### src/design/fbeq_pkg.sv
// ----------------------------------------------------------------------------
// fbeq_pkg: shared types and constants of the FFT bin graphic equaliser
// Widths, register indexes, node frequencies and the per-segment constants
// used to interpolate a band gain and divide by the segment span.
// ----------------------------------------------------------------------------
package fbeq_pkg;

    localparam int NUM_STG    = 12;
    localparam int NODE_COUNT = 10;
    localparam int GAIN_W     = 16;
    localparam int HZ_W       = 24;
    localparam int IDX_W      = 12;
    localparam int DATA_W     = 16;
    localparam int TDATA_W    = 48;
    localparam int LOG2_W     = 4;
    localparam int CFG_ADDR_W = 3;
    localparam int CFG_DATA_W = 64;
    localparam int NODE_F_W   = 27;
    localparam int SPAN_W     = 25;
    localparam int PROD_G_W   = GAIN_W + SPAN_W;
    localparam int NUM_W      = PROD_G_W + 1;
    localparam int NRED_W     = 23;
    localparam int RECIP_W    = 28;
    localparam int RECIP_SH   = 32;
    localparam int DIV_W      = 7;
    localparam int SHIFT_W    = 5;
    localparam int TOTAL_W    = 2 * GAIN_W;
    localparam int SCALED_W   = DATA_W + TOTAL_W;
    localparam int ROUND_SH   = 24;

    // Register indexes of the configuration port
    localparam logic [CFG_ADDR_W-1:0] REG_MASTER_GAIN = 3'd0;
    localparam logic [CFG_ADDR_W-1:0] REG_BAND_LOW    = 3'd1;
    localparam logic [CFG_ADDR_W-1:0] REG_BAND_MID    = 3'd2;
    localparam logic [CFG_ADDR_W-1:0] REG_BAND_HIGH   = 3'd3;
    localparam logic [CFG_ADDR_W-1:0] REG_HZ_PER_BIN  = 3'd4;
    localparam logic [CFG_ADDR_W-1:0] REG_FFT_LOG2    = 3'd5;

    // Segment codes: below the first node, interpolation segments 1..10,
    // 10 being the ramp from the top node down to zero, and above the top
    localparam int SEG_W = 4;
    localparam logic [SEG_W-1:0] SEG_BELOW    = 4'd0;
    localparam logic [SEG_W-1:0] SEG_TOP_RAMP = 4'd10;
    localparam logic [SEG_W-1:0] SEG_ABOVE    = 4'd11;

    // Node frequencies in Q.12 Hz
    localparam logic [NODE_F_W-1:0] NODE_FREQ [NODE_COUNT] = '{
        27'd129024,   27'd258048,   27'd512000,   27'd1024000,  27'd2048000,
        27'd4096000,  27'd8192000,  27'd16384000, 27'd32768000, 27'd65536000
    };
    localparam logic [NODE_F_W-1:0] TOP_FREQ = 27'd81920000;

    typedef struct packed {
        logic [IDX_W-1:0]  idx;
        logic [DATA_W-1:0] re;
        logic [DATA_W-1:0] im;
        logic [DATA_W-1:0] mag_re;
        logic [DATA_W-1:0] mag_im;
        logic              kzero;
    } side_t;

    // Lower node frequency of a segment
    function automatic logic [NODE_F_W-1:0] seg_flo(input logic [SEG_W-1:0] seg);
        logic [NODE_F_W-1:0] r;
        case (seg)
            4'd1:         r = 27'd129024;
            4'd2:         r = 27'd258048;
            4'd3:         r = 27'd512000;
            4'd4:         r = 27'd1024000;
            4'd5:         r = 27'd2048000;
            4'd6:         r = 27'd4096000;
            4'd7:         r = 27'd8192000;
            4'd8:         r = 27'd16384000;
            4'd9:         r = 27'd32768000;
            SEG_TOP_RAMP: r = 27'd65536000;
            default:      r = '0;
        endcase
        return r;
    endfunction

    // Span of a segment = 2^shift * divisor
    function automatic logic [SPAN_W-1:0] seg_span(input logic [SEG_W-1:0] seg);
        logic [SPAN_W-1:0] r;
        case (seg)
            4'd1:         r = 25'd129024;
            4'd2:         r = 25'd253952;
            4'd3:         r = 25'd512000;
            4'd4:         r = 25'd1024000;
            4'd5:         r = 25'd2048000;
            4'd6:         r = 25'd4096000;
            4'd7:         r = 25'd8192000;
            4'd8:         r = 25'd16384000;
            4'd9:         r = 25'd32768000;
            SEG_TOP_RAMP: r = 25'd16384000;
            default:      r = 25'd1;
        endcase
        return r;
    endfunction

    function automatic logic [SHIFT_W-1:0] seg_shift(input logic [SEG_W-1:0] seg);
        logic [SHIFT_W-1:0] r;
        case (seg)
            4'd1:         r = 5'd11;
            4'd2:         r = 5'd13;
            4'd3:         r = 5'd12;
            4'd4:         r = 5'd13;
            4'd5:         r = 5'd14;
            4'd6:         r = 5'd15;
            4'd7:         r = 5'd16;
            4'd8:         r = 5'd17;
            4'd9:         r = 5'd18;
            SEG_TOP_RAMP: r = 5'd17;
            default:      r = 5'd0;
        endcase
        return r;
    endfunction

    function automatic logic [DIV_W-1:0] seg_div(input logic [SEG_W-1:0] seg);
        logic [DIV_W-1:0] r;
        case (seg)
            4'd1:    r = 7'd63;
            4'd2:    r = 7'd31;
            default: r = 7'd125;
        endcase
        return r;
    endfunction

    // floor(2^32 / divisor)
    function automatic logic [RECIP_W-1:0] seg_recip(input logic [SEG_W-1:0] seg);
        logic [RECIP_W-1:0] r;
        case (seg)
            4'd1:    r = 28'd68174084;
            4'd2:    r = 28'd138547332;
            default: r = 28'd34359738;
        endcase
        return r;
    endfunction

endpackage

### src/design/fbeq_fold.sv
// ----------------------------------------------------------------------------
// fbeq_fold: index folding and bin frequency
// Reduces the bin index to the FFT size, folds it about the Nyquist bin and
// multiplies the folded index by the frequency step. Two register stages.
// ----------------------------------------------------------------------------
module fbeq_fold
    import fbeq_pkg::*;
#(
    parameter int MAX_FFT_LOG2 = 12
) (
    input  logic                             aclk,
    input  logic [1:0]                       adv,
    input  logic [LOG2_W-1:0]                fft_log2,
    input  logic [HZ_W-1:0]                  hz_per_bin,
    input  logic [IDX_W-1:0]                 bin_index,
    input  logic [DATA_W-1:0]                real_in,
    input  logic [DATA_W-1:0]                imag_in,
    output side_t                            side_reg,
    output logic [MAX_FFT_LOG2+HZ_W-1:0]     freq_reg
);

    localparam int KW   = MAX_FFT_LOG2;
    localparam int LG_W = $clog2(MAX_FFT_LOG2 + 1);
    localparam int FW   = KW + HZ_W;

    logic [LG_W-1:0] lg;
    logic [KW:0]     size;
    logic [KW:0]     mask;
    logic [KW-1:0]   k_raw;
    logic [KW-1:0]   k_next;
    logic [KW-1:0]   k_reg;
    side_t           side_next;
    logic [FW-1:0]   freq_next;

    always_comb begin
        if (fft_log2 < 4'd2) begin
            lg = LG_W'(2);
        end else if (int'(fft_log2) > MAX_FFT_LOG2) begin
            lg = LG_W'(MAX_FFT_LOG2);
        end else begin
            lg = LG_W'(fft_log2);
        end
        size  = (KW+1)'(1) << lg;
        mask  = size - (KW+1)'(1);
        k_raw = KW'(bin_index) & mask[KW-1:0];
        // fold the upper half back onto the lower one
        if ({1'b0, k_raw} >= (size >> 1)) begin
            k_next = KW'(size - {1'b0, k_raw});
        end else begin
            k_next = k_raw;
        end

        side_next.idx    = bin_index;
        side_next.re     = real_in;
        side_next.im     = imag_in;
        side_next.mag_re = real_in[DATA_W-1] ? (~real_in + 16'd1) : real_in;
        side_next.mag_im = imag_in[DATA_W-1] ? (~imag_in + 16'd1) : imag_in;
        side_next.kzero  = (k_raw == '0);
    end

    assign freq_next = FW'(k_reg * hz_per_bin);

    always_ff @(posedge aclk) begin
        if (adv[0]) begin
            k_reg    <= k_next;
            side_reg <= side_next;
        end
        if (adv[1]) begin
            freq_reg <= freq_next;
        end
    end

endmodule

### config.mk
export PLATFORM = sky130hd
export DESIGN_NAME = fbeq_fold
export DESIGN_NICKNAME = d
export VERILOG_FILES = /design/src/design/fbeq_pkg.sv /design/src/design/fbeq_fold.sv
export SDC_FILE = /design/constraint.sdc
export NUM_CORES = 1
export LEC_CHECK = 0
export BUFFER_PORTS_ARGS = -buffer_cell sky130_fd_sc_hd__buf_4
export CAP_MARGIN = 10
export CORE_ASPECT_RATIO = 1.1
export CORE_MARGIN = 2
export CORE_UTILIZATION = 60
export DETAILED_ROUTE_END_ITERATION = 7
export GPL_ROUTABILITY_DRIVEN = 0
export GPL_TIMING_DRIVEN = 0
export PLACE_DENSITY_LB_ADDON = 0.05
export SLEW_MARGIN = 40
export SYNTH_ARGS = -nofsm -noshare
export SYNTH_HDL_FRONTEND = slang
export SYNTH_SLANG_ARGS = --single-unit
### constraint.sdc
create_clock -name aclk -period 6.9 [get_ports aclk]
set_clock_uncertainty 0.05 [all_clocks]
set_input_delay 0.69 -clock aclk [delete_from_list [all_inputs] [get_ports aclk]]
set_output_delay 0.69 -clock aclk [all_outputs]
set_load 0.03 [all_outputs]
---- Yosys cells after proc, flatten, opt, wreduce, memory -nomap -nowiden ----
Cells that the tools add are included.
storage, ports and cells
  memory bits (writable) .................. 0
  register bits after elaboration ......... 125
  memories ................................ 0
  bits in latches ......................... 0
  input port bits ......................... 75
  logic and storage cells ................. 28
  ROM bits ................................ 0
operators by class
  bitwise logic cells ..................... 3
  eq/ne operators ......................... 0
  mux-type cells .......................... 5
  divide/modulo/power cells ............... 0
  multipliers ............................. 1
  reduce and logical (&&, ||, !) cells .... 1
  $lt $le $gt $ge ......................... 3
  shift operators ......................... 1
  $add $sub $neg .......................... 4
operators by type and width
  cell                   count
  $mul 12x24->36         1
  $add 16x1->16 const B  2
  $not 16->16            2
  $mux 15                2
  $shl 1x4->13 const A   1
  $and 12x12->12         1
  $ge 12x12->1           1
  $logic_not 12->1       1
  $mux 12                1
  $sub 12x1->12 const B  1
  $sub 12x12->12         1
  $mux 4                 2
  $gt 4x4->1 const B     1
  $lt 4x2->1 const B     1

---- Logic depth before layout (Yosys ltp) ----
Gate-level depths: netlist (run 1).
  word-level depth ........................ 8
  depth in mapped cells ................... 21
  mapped depth without buffers ............ 20

---- Least setup slack after synthesis (run 1) ----
Ideal clock, no wire load.
  path type ............................... in2reg
  start ................................... in hz_per_bin[7]
  end ..................................... reg freq_reg[32] (data pin)
  path buffers ............................ 1
  setup slack ............................. 1.146 ns
  stages .................................. 19
  arrival ................................. 5.443 ns
  cell sequence ........................... clkbuf_1 > nand2_1 > fa_1 > inv_1 > fa_1 > fa_1 > fa_1 > inv_1 > fa_1 > inv_1 > ha_1 > a211oi_1 > o211ai_1 > a31oi_1 > o21ai_1 > a31oi_1 > a21o_1 > nor3_1 > a311o_1
between the ends
  cells in the longest elaborated chain, start to end .. 1
RTL lines
  item                  line             text
  from (decl)           fbeq_fold.sv:14  input logic [HZ_W-1:0] hz_per_bin,
  $mul 12x24->36        fbeq_fold.sv:61  assign freq_next = FW'(k_reg * hz_per_bin);
  net freq_next[32]     fbeq_fold.sv:33  logic [FW-1:0] freq_next;
  to (signal assigned)  fbeq_fold.sv:69  freq_reg <= freq_next;
  to (decl)             fbeq_fold.sv:19  output logic [MAX_FFT_LOG2+HZ_W-1:0] freq_reg
The timed path passes the listed nets, and every way through them passes these cells.
A chain may end at the register's enable or synchronous reset.

---- Worst setup path after layout (run 1) ----
  start ................................... reg k_reg[8]
  end ..................................... reg freq_reg[35] (data pin)
between the ends
  cells in the longest elaborated chain, start to end .. 1
RTL lines
  item                    line             text
  from (decl)             fbeq_fold.sv:31  logic [KW-1:0] k_reg;
  from (signal assigned)  fbeq_fold.sv:65  k_reg <= k_next;
  $mul 12x24->36          fbeq_fold.sv:61
  net freq_next[35]       fbeq_fold.sv:33
The timed path passes the listed nets, and every way through them passes these cells.

==> report_table.html, run 1 <==
<table>
<tr><th>Metric</th><th>Value</th></tr>
<tr><th colspan="2">Logic synthesis</th></tr>
<tr><td>Count of flip-flops with a built-in enable after synthesis</td><td>around 120</td></tr>
<tr><td>Number of warnings printed during yosys synthesis</td><td>0</td></tr>
<tr><td>Mapped Cells</td><td>1,473</td></tr>
<tr><td>Synthesized flop and latch total</td><td>123</td></tr>
<tr><td>Area share of and/or/nand/nor cells after synthesis</td><td>0.1461</td></tr>
<tr><td>Multiplexer fraction of the synthesized cell area</td><td>0.006842</td></tr>
<tr><td>Share of synthesized flip-flops with an asynchronous set or reset</td><td>0</td></tr>
<tr><td>Sequential element share of the synthesized area</td><td>0.2557</td></tr>
<tr><td>Dominant combinational cell family by area after synthesis</td><td>adder cells</td></tr>
<tr><td>XOR/XNOR Fraction of Synth Area</td><td>0.03698</td></tr>
<tr><td>Most instantiated flip-flop cell in the synthesis netlist</td><td>edfxtp_1</td></tr>
<tr><td>Fraction of the mapped netlist area in compound gates</td><td>0.07942</td></tr>
<tr><td>Post-synthesis cell area</td><td>14,450 µm²</td></tr>
<tr><td>Distinct cell type count after synthesis</td><td>66</td></tr>
<tr><td>Arithmetic-cell share of the synthesized area counting full adders, half adders and majority gates</td><td>0.3837</td></tr>
<tr><td>Mean cell area of the mapped netlist</td><td>9.807 µm²</td></tr>
<tr><th colspan="2">Global routing</th></tr>
<tr><td>Pin count of the biggest net entering global routing</td><td>88</td></tr>
<tr><td>Vias in the first global route</td><td>11,640</td></tr>
<tr><td>Antenna violations before repair</td><td>1</td></tr>
<tr><td>Global-route wire length before repair</td><td>~57,000 µm</td></tr>
<tr><td>Global Route Usage Sum</td><td>0.2841</td></tr>
<tr><td>Final global-route overflow total</td><td>0</td></tr>
<tr><th colspan="2">Clocking</th></tr>
<tr><td>Clock buffer count from CTS</td><td>17</td></tr>
<tr><td>TritonCTS sink count</td><td>around 120</td></tr>
<tr><td>Clock tree from TritonCTS</td><td>done</td></tr>
<tr><td>Maximum clock insertion buffer count</td><td>2</td></tr>
<tr><td># hold bufs at CTS</td><td>0</td></tr>
<tr><td>Insertion delay to the later sink of the worst-skew pair</td><td>420 ps</td></tr>
<tr><td>Setup repair bufs after CTS</td><td>0</td></tr>
<tr><td>CTS root buffer</td><td>clkbuf_16</td></tr>
<tr><td>H-tree levels</td><td>4</td></tr>
<tr><td>Clock transition at the registers of the reported paths</td><td>70 ps</td></tr>
<tr><th colspan="2">Timing</th></tr>
<tr><td>Peak Freq</td><td>between 0.15 and 0.2 GHz</td></tr>
<tr><td>Final hold viol count</td><td>0</td></tr>
<tr><td>Final period util</td><td>0.9547</td></tr>
<tr><td>Slew of the pin with the lowest slew margin</td><td>828.9 ps</td></tr>
<tr><td>Unrepaired setup endpoints after global routing</td><td>no</td></tr>
<tr><td>Relative max-transition margin</td><td>0.4474</td></tr>
<tr><td>Min cycle time layout</td><td>6587 ps</td></tr>
<tr><td>Number of slew-limit violations in the final report</td><td>0</td></tr>
<tr><td>Total of endpoints with negative setup slack in the final report</td><td>0</td></tr>
<tr><th colspan="2">Placement</th></tr>
<tr><td>I/O Buffers</td><td>about 190</td></tr>
<tr><td>Number of placed cells counting well taps</td><td>1,964</td></tr>
<tr><td>Placed cell areas</td><td>16,220 µm²</td></tr>
<tr><td>Final HPWL DP</td><td>27,560 µm</td></tr>
<tr><th colspan="2">Cells and area</th></tr>
<tr><td>Share of layout cells above drive strength 1</td><td>0.1461</td></tr>
<tr><td>Flip-flop count of the largest register after layout</td><td>75</td></tr>
<tr><td>Post-Layout Cell Count</td><td>1,996</td></tr>
<tr><td>Layout area overhead</td><td>16.72%</td></tr>
<tr><td>Design area</td><td>16,860 µm²</td></tr>
<tr><td>Post-layout nets</td><td>between 2,000 and 2,500</td></tr>
<tr><td>Number of antenna cells inserted</td><td>0</td></tr>
<tr><th colspan="2">Floorplan</th></tr>
<tr><td>Core Region</td><td>~24,000 µm²</td></tr>
<tr><td>Standard-cell rows</td><td>59</td></tr>
<tr><td>Die area</td><td>25,340 µm²</td></tr>
<tr><td>Die boundary height</td><td>166.7 µm</td></tr>
<tr><td>Number of ports placed on the die boundary</td><td>between 150 and 200</td></tr>
<tr><td>Initial core utilization</td><td>0.6115</td></tr>
<tr><td>Die extent in x</td><td>151.9 µm</td></tr>
<tr><th colspan="2">Hold path</th></tr>
<tr><td>Type of the most critical hold path</td><td>input pin to flop</td></tr>
<tr><td>Number of cells on the worst hold path</td><td>1</td></tr>
<tr><th colspan="2">Route</th></tr>
<tr><td>Initial detailed-routing violation count</td><td>about 710</td></tr>
<tr><td>Wire length per cell</td><td>17.49 µm</td></tr>
<tr><td>TritonRoute pass-1 iters</td><td>5</td></tr>
<tr><td>Post-route DRC violation count</td><td>0</td></tr>
<tr><td>Vias per cell</td><td>5.484</td></tr>
<tr><td>Remaining antenna violation count after routing</td><td>0</td></tr>
<tr><td>Detailed-route wire length</td><td>34,920 µm</td></tr>
<tr><td>Via Count</td><td>10,950</td></tr>
<tr><th colspan="2">Worst setup path</th></tr>
<tr><td>Maximum fanout encountered on the critical timing path</td><td>10</td></tr>
<tr><td>Biggest cell delay along the critical path</td><td>about 590 ps</td></tr>
<tr><td>Worst EP required</td><td>between 7000 and 8000 ps</td></tr>
<tr><td>Worst reg2reg path startpoint</td><td>k_reg[8]$_DFFE_PP_</td></tr>
<tr><td>Cell with the biggest individual delay on the critical path</td><td>fa_1</td></tr>
<tr><td>Worst reg2reg path depth</td><td>19</td></tr>
<tr><td>Worst setup path start</td><td>k_reg[8]$_DFFE_PP_</td></tr>
<tr><td>Crit path kind</td><td>flop to flop</td></tr>
<tr><td>Number of cells on the critical path</td><td>19</td></tr>
<tr><td>Critical path arrival</td><td>roughly 6700 ps</td></tr>
<tr><td>Critical Path Start Type</td><td>flop</td></tr>
<tr><td>Endpoint of the lowest-slack register-to-register path</td><td>freq_reg[35]$_DFFE_PP_</td></tr>
<tr><td>Ordered cell list for the critical path</td><td>clkbuf_1 &gt; nand2_1 &gt; fa_1 &gt; inv_1 &gt; fa_1 &gt; fa_1 &gt; fa_1 &gt; inv_1 &gt; fa_1 &gt; inv_1 &gt; ha_1 &gt; a211oi_1 &gt; o21ai_0 &gt; a211oi_1 &gt; a21o_1 &gt; a21bo_2 &gt; o31a_1 &gt; nor2_1 &gt; o311ai_0</td></tr>
<tr><td>Crit. End Element</td><td>flop</td></tr>
<tr><td>Delay-heaviest family, CP</td><td>adder cells</td></tr>
<tr><td>End point of the critical path</td><td>freq_reg[35]$_DFFE_PP_</td></tr>
<tr><td>Worst reg-to-reg setup slack</td><td>about 310 ps</td></tr>
<tr><td>Crit-path most repeated cell</td><td>fa_1</td></tr>
<tr><td>Buf+Inv Stages, Crit Path</td><td>4</td></tr>
<tr><th colspan="2">Job</th></tr>
<tr><td>Max cap viols</td><td>0</td></tr>
<tr><th colspan="2">Outcome</th></tr>
<tr><td>Run status</td><td>finished, final reports clean</td></tr>
</table>
-- timing repair --
item,CTS,global route
setup endpoints to repair,0,2
gates resized for setup,0,11
hold endpoints to repair,0,0
-- worst register-to-register path, delay by kind of cell, from the launching register on --
family | cells | cell delay [ps]
DFF | 1 | 520
adders and majority gates | 6 | 2930
buffers and inverters | 4 | 650
and+or+nand+nor | 2 | 220
AOI/OAI and AO/OA | 7 | 2010
-- kinds of logic (layout without fill, tap and decap cells) --
| group | Yosys count | in the layout |
|---|---|---|
| AND/OR/NAND/NOR | 458 | 458 |
| buffers and inverters | 343 | 560 |
| other | 2 | 3 |
| XOR/XNOR | 61 | 61 |
| flip-flops | 123 | 123 |
| AO/OA/AOI/OAI | 166 | 166 |
| adder cells (fa/ha/maj) | 311 | 311 |
| multiplexers | 9 | 9 |
-- cell type report --
class / instances / area [µm²]
flip-flops and latches: 123 / 3694
well taps: 305 / 381.6
multi-input cells: 1008 / 9449
plain buffers: 63 / 266.5
clock buffers: 17 / 425.4
inverters: 280 / 1051
fillers: 1814 / 6760
repair buffers: 185 / 1393
clock inverters: 15 / 202.7
-- cell usage in the layout, fill, tap and decap left out, types with 38 or more instances in the layout --
cell	count
and2_1	85
buf_4	187
clkbuf_1	50
edfxtp_1	123
fa_1	220
ha_1	91
inv_1	280
nand2_1	258
nor2_1	38
o21ai_0	39
xnor2_1	45
-- cell usage after synthesis (all sizes together), types with 2 or more instances --
master / number / area [µm²]
fa: 220 / 4404
nor3: 8 / 40.04
a21o: 24 / 180.2
a211o: 2 / 17.52
xnor2: 45 / 394.1
or4: 2 / 15.01
xor2: 16 / 140.1
a31oi: 3 / 18.77
clkbuf: 55 / 206.5
and2: 85 / 531.8
o311ai: 2 / 35.04
nand4: 2 / 12.51
o211ai: 5 / 37.54
mux2i: 5 / 53.80
nor2b: 6 / 37.54
buf: 8 / 53.80
and2b: 3 / 23.77
o21a: 6 / 45.04
o31ai: 12 / 90.09
edfxtp: 123 / 3694
inv: 280 / 1051
and3: 8 / 50.05
nor2: 38 / 142.6
nor4b: 3 / 26.28
mux2: 4 / 45.04
nand2b: 12 / 75.07
ha: 91 / 1139
o21ai: 40 / 200.2
a221oi: 2 / 23.77
o2111ai: 4 / 35.03
or3: 11 / 68.82
nand3: 18 / 90.09
a311oi: 2 / 17.52
conb: 2 / 7.510
nand2: 258 / 968.4
a211oi: 12 / 107.6
a21oi: 37 / 188.9
-- stage by stage --
stage               setup WS [ps]  hold slack [ps]  utilization  TNS (ps)
floorplan                    1146            556.3            -         0
CTS                         241.6            386.3       0.7134         0
global placement           -2.423            679.8       0.6867    -2.423
finish                      312.8            398.5       0.7138         0
global route                32.95            386.7       0.7138         0
detailed placement         -84.27            676.9       0.6868    -84.27
-- per-layer routing --
metal | GRT usage | wire length [µm] | vias up | part of all wire
li1 | - | - | 5051 | -
met1 | 0.3334 | 13110 | 5380 | 0.38
met3 | 0.09003 | 3171 | 92 | 0.091
met4 | 0.1195 | 1382 | 2 | 0.040
met2 | 0.4839 | 17230 | 421 | 0.49
met5 | 0 | 16 | - | 0.00046
-- worst min path at each step --
stage	startpoint	to	slack (ps)
after global routing	bin_index[7]	side_reg[72]$_DFFE_PP_	390
after CTS	bin_index[7]	side_reg[72]$_DFFE_PP_	390
after global placement	k_reg[0]$_DFFE_PP_	freq_reg[0]$_DFFE_PP_	680
after detailed placement	k_reg[0]$_DFFE_PP_	freq_reg[0]$_DFFE_PP_	680
after floorplan	k_reg[0]$_DFFE_PP_	freq_reg[0]$_DFFE_PP_	560
final	bin_index[7]	side_reg[72]$_DFFE_PP_	400
Power of run 1 is not shown: default switching activity piles up to over one toggle a cycle in this logic, so the estimate is an artifact.
==> inputs of run 2 (changes only) <==
--- a/config.mk
+++ b/config.mk
@@ -9,7 +9,7 @@
 export CAP_MARGIN = 10
 export CORE_ASPECT_RATIO = 1.1
 export CORE_MARGIN = 2
-export CORE_UTILIZATION = 60
+export CORE_UTILIZATION = 55
 export DETAILED_ROUTE_END_ITERATION = 7
 export GPL_ROUTABILITY_DRIVEN = 0
 export GPL_TIMING_DRIVEN = 0
==> run 2 against run 1 <==
  * Global-route usage fell by 0.90 points
  * Critical path depth did not move
  * Final cell count rose by 2.4%
  * Final area fell by 0.12%
  * Die area rose by 8.9%
  * Register-to-register slack got worse by 50 ps
  * Worst setup slack got worse by 47 ps
  * Flip-flop and latch count did not move
  * Critical path type unchanged
  * Largest cell class unchanged
  * Highest routed layer is now met4
==> report_table.html, run 2 (synthesis gave the netlist of run 1 again) <==
<table>
<tr><th>Metric</th><th>Value</th></tr>
<tr><th colspan="2">Outcome</th></tr>
<tr><td>Run status</td><td>finished, final reports clean</td></tr>
<tr><th colspan="2">Floorplan</th></tr>
<tr><td>Standard-cell rows</td><td>62 (+5.1%)</td></tr>
<tr><td>Die boundary height</td><td>174.0 µm (+4.3%)</td></tr>
<tr><td>Die area</td><td>27,580 µm² (+8.9%)</td></tr>
<tr><td>Initial core utilization</td><td>0.5559 (-0.05565)</td></tr>
<tr><td>Number of ports placed on the die boundary</td><td>188 (unchanged)</td></tr>
<tr><td>Core Region</td><td>25,990 µm² (+10%)</td></tr>
<tr><td>Die extent in x</td><td>158.5 µm (+4.3%)</td></tr>
<tr><th colspan="2">Worst setup path</th></tr>
<tr><td>Crit. End Element</td><td>flop</td></tr>
<tr><td>Crit path kind</td><td>flop to flop</td></tr>
<tr><td>Worst EP required</td><td>7010 ps (-30 ps)</td></tr>
<tr><td>Critical path arrival</td><td>6740 ps (about the same)</td></tr>
<tr><td>Maximum fanout encountered on the critical timing path</td><td>10 (unchanged)</td></tr>
<tr><td>Critical Path Start Type</td><td>flop</td></tr>
<tr><th colspan="2">Cells and area</th></tr>
<tr><td>Commonest non-fill, non-tap cell in the layout</td><td>inv_1</td></tr>
<tr><td>Layout area overhead</td><td>16.59%</td></tr>
<tr><td>Commonest cells after routing, fill and taps aside</td><td>inv_1 (280), nand2_1 (258), fa_1 (220)</td></tr>
<tr><td>Final design utilization</td><td>0.6481 (-0.06573)</td></tr>
<tr><td>Share of layout cells above drive strength 1</td><td>0.1455 (-0.0005914)</td></tr>
<tr><td>Flip-flop count of the largest register after layout</td><td>75 (unchanged)</td></tr>
<tr><td>Post-layout nets</td><td>2,064 (unchanged)</td></tr>
<tr><td>Number of antenna cells inserted</td><td>0 (unchanged)</td></tr>
<tr><td>Design area</td><td>16,840 µm² (-0.12%)</td></tr>
<tr><th colspan="2">Placement</th></tr>
<tr><td>Placed cell areas</td><td>16,280 µm² (+0.36%)</td></tr>
<tr><td>I/O Buffers</td><td>185 (unchanged)</td></tr>
<tr><td>Setup Slack @ Placement</td><td>-5.493 ps (+78.78 ps)</td></tr>
<tr><td>Final HPWL DP</td><td>28,100 µm (+2.0%)</td></tr>
<tr><th colspan="2">Route</th></tr>
<tr><td>Vias per cell</td><td>5.403 (-1.5%)</td></tr>
<tr><td>Wire length per cell</td><td>17.34 µm (-0.87%)</td></tr>
<tr><td>Via Count</td><td>11,040 (+0.85%)</td></tr>
<tr><td>TritonRoute pass-1 iters</td><td>4 (-1)</td></tr>
<tr><td>Remaining antenna violation count after routing</td><td>0 (unchanged)</td></tr>
<tr><td>Post-route DRC violation count</td><td>0 (unchanged)</td></tr>
<tr><td>Initial detailed-routing violation count</td><td>678 (-4.2%)</td></tr>
<tr><td>Detailed-route wire length</td><td>35,430 µm (+1.5%)</td></tr>
<tr><th colspan="2">Global routing</th></tr>
<tr><td>Global Route Usage Sum</td><td>0.2751 (-0.008973)</td></tr>
<tr><td>Pin count of the biggest net entering global routing</td><td>88 (unchanged)</td></tr>
<tr><td>Final global-route overflow total</td><td>0 (unchanged)</td></tr>
<tr><td>Vias in the first global route</td><td>11,700 (+0.53%)</td></tr>
<tr><td>Antenna violations before repair</td><td>0 (-1)</td></tr>
<tr><td>Global-route wire length before repair</td><td>58,180 µm (+2.1%)</td></tr>
<tr><th colspan="2">Timing</th></tr>
<tr><td>Smallest setup slack after layout</td><td>266.0 ps (-46.83 ps)</td></tr>
<tr><td>Minimum hold slack</td><td>386.6 ps (-11.93 ps)</td></tr>
<tr><td>Unrepaired setup endpoints after global routing</td><td>no</td></tr>
<tr><td>Final hold viol count</td><td>0 (unchanged)</td></tr>
<tr><td>Number of slew-limit violations in the final report</td><td>0 (unchanged)</td></tr>
<tr><td>Relative max-transition margin</td><td>0.4759 (+0.02855)</td></tr>
<tr><td>Total of endpoints with negative setup slack in the final report</td><td>0 (unchanged)</td></tr>
<tr><td>Slew of the pin with the lowest slew margin</td><td>786.1 ps (-42.83 ps)</td></tr>
<tr><td>Final period util</td><td>0.9615 (+0.006787)</td></tr>
<tr><td>Min cycle time layout</td><td>6634 ps (+46.83 ps)</td></tr>
<tr><td>Peak Freq</td><td>0.1507 GHz (-0.71%)</td></tr>
<tr><th colspan="2">Clocking</th></tr>
<tr><td>TritonCTS sink count</td><td>123 (unchanged)</td></tr>
<tr><td>Insertion delay to the later sink of the worst-skew pair</td><td>450 ps (+30 ps)</td></tr>
<tr><td>Maximum clock insertion buffer count</td><td>2 (unchanged)</td></tr>
<tr><td>H-tree levels</td><td>4 (unchanged)</td></tr>
<tr><td>Clock buffer count from CTS</td><td>17 (unchanged)</td></tr>
<tr><td>Clock tree from TritonCTS</td><td>done</td></tr>
<tr><td>CTS root buffer</td><td>clkbuf_16</td></tr>
<tr><td>Clock transition at the registers of the reported paths</td><td>60 ps (about the same)</td></tr>
<tr><th colspan="2">Job</th></tr>
<tr><td>Max cap viols</td><td>0 (unchanged)</td></tr>
<tr><th colspan="2">Hold path</th></tr>
<tr><td>Type of the most critical hold path</td><td>input pin to flop</td></tr>
</table>
==> run 2: critical path, cell delays in order, from the launching register on <==
cell and delay (ps):
edfxtp_1 500, clkbuf_1 520, nand2_1 160, fa_1 560, inv_1 50, fa_1 550, fa_1 440, fa_1 550
inv_1 50, fa_1 520, inv_1 40, ha_1 370, nand3_1 180, nor2_1 260, o2111ai_1 370, a21o_1 320
a21bo_2 240, o31a_1 270, nor2_1 190, o311ai_0 160
==> run 2: final timing paths <==
path                                         start  cells after the start                     end  slack [ps]
worst min-delay path                  bin_index[7]                      1  side_reg[72]$_DFFE_PP_         390
worst max register to register  k_reg[6]$_DFFE_PP_                     19  freq_reg[35]$_DFFE_PP_         270
worst min register to register  k_reg[0]$_DFFE_PP_                      1   freq_reg[0]$_DFFE_PP_         720
worst max-delay path            k_reg[6]$_DFFE_PP_                     19  freq_reg[35]$_DFFE_PP_         270
==> run 2: timing repair <==
| action | CTS | global route |
|---|---|---|
| hold buffers | 0 | 0 |
| resized for setup | 0 | 13 |
| hold endpoints to repair | 0 | 0 |
| setup endpoints to repair | 0 | 2 |
| setup buffers | 0 | 0 |
==> run 2: layout make-up <==
cell class | instances | area, µm²
timing repair buffer | 185 | 1393
inverter | 280 | 1051
buffer | 63 | 267.8
clock inverter | 15 | 126.4
clock buffer | 17 | 425.4
fill | 2177 | 9145
sequential | 123 | 3694
multi-input combinational | 1008 | 9445
tap | 352 | 440.4
==> run 2: stage by stage <==
step / setup TNS (ps) / std cells
2_1_floorplan: 0 / 1474
3_3_place_gp: 0 / 2011
3_5_place_dp: -5.493 / 2011
4_1_cts: 0 / 2043
5_1_grt: 0 / 2043
6_report: 0 / 2043
==> run 2: routing by layer <==
| layer | GRT usage | part of all wire | up-vias | wire (µm) |
|---|---|---|---|---|
| met1 | 0.3354 | 0.39 | 5451 | 13750 |
| met2 | 0.4495 | 0.49 | 446 | 17190 |
| met3 | 0.07953 | 0.086 | 87 | 3035 |
| li1 | - | - | 5055 | - |
| met5 | 0 | 0 | - | 0 |
| met4 | 0.1295 | 0.041 | 0 | 1460 |
Power of run 2 is left out for the same reason.
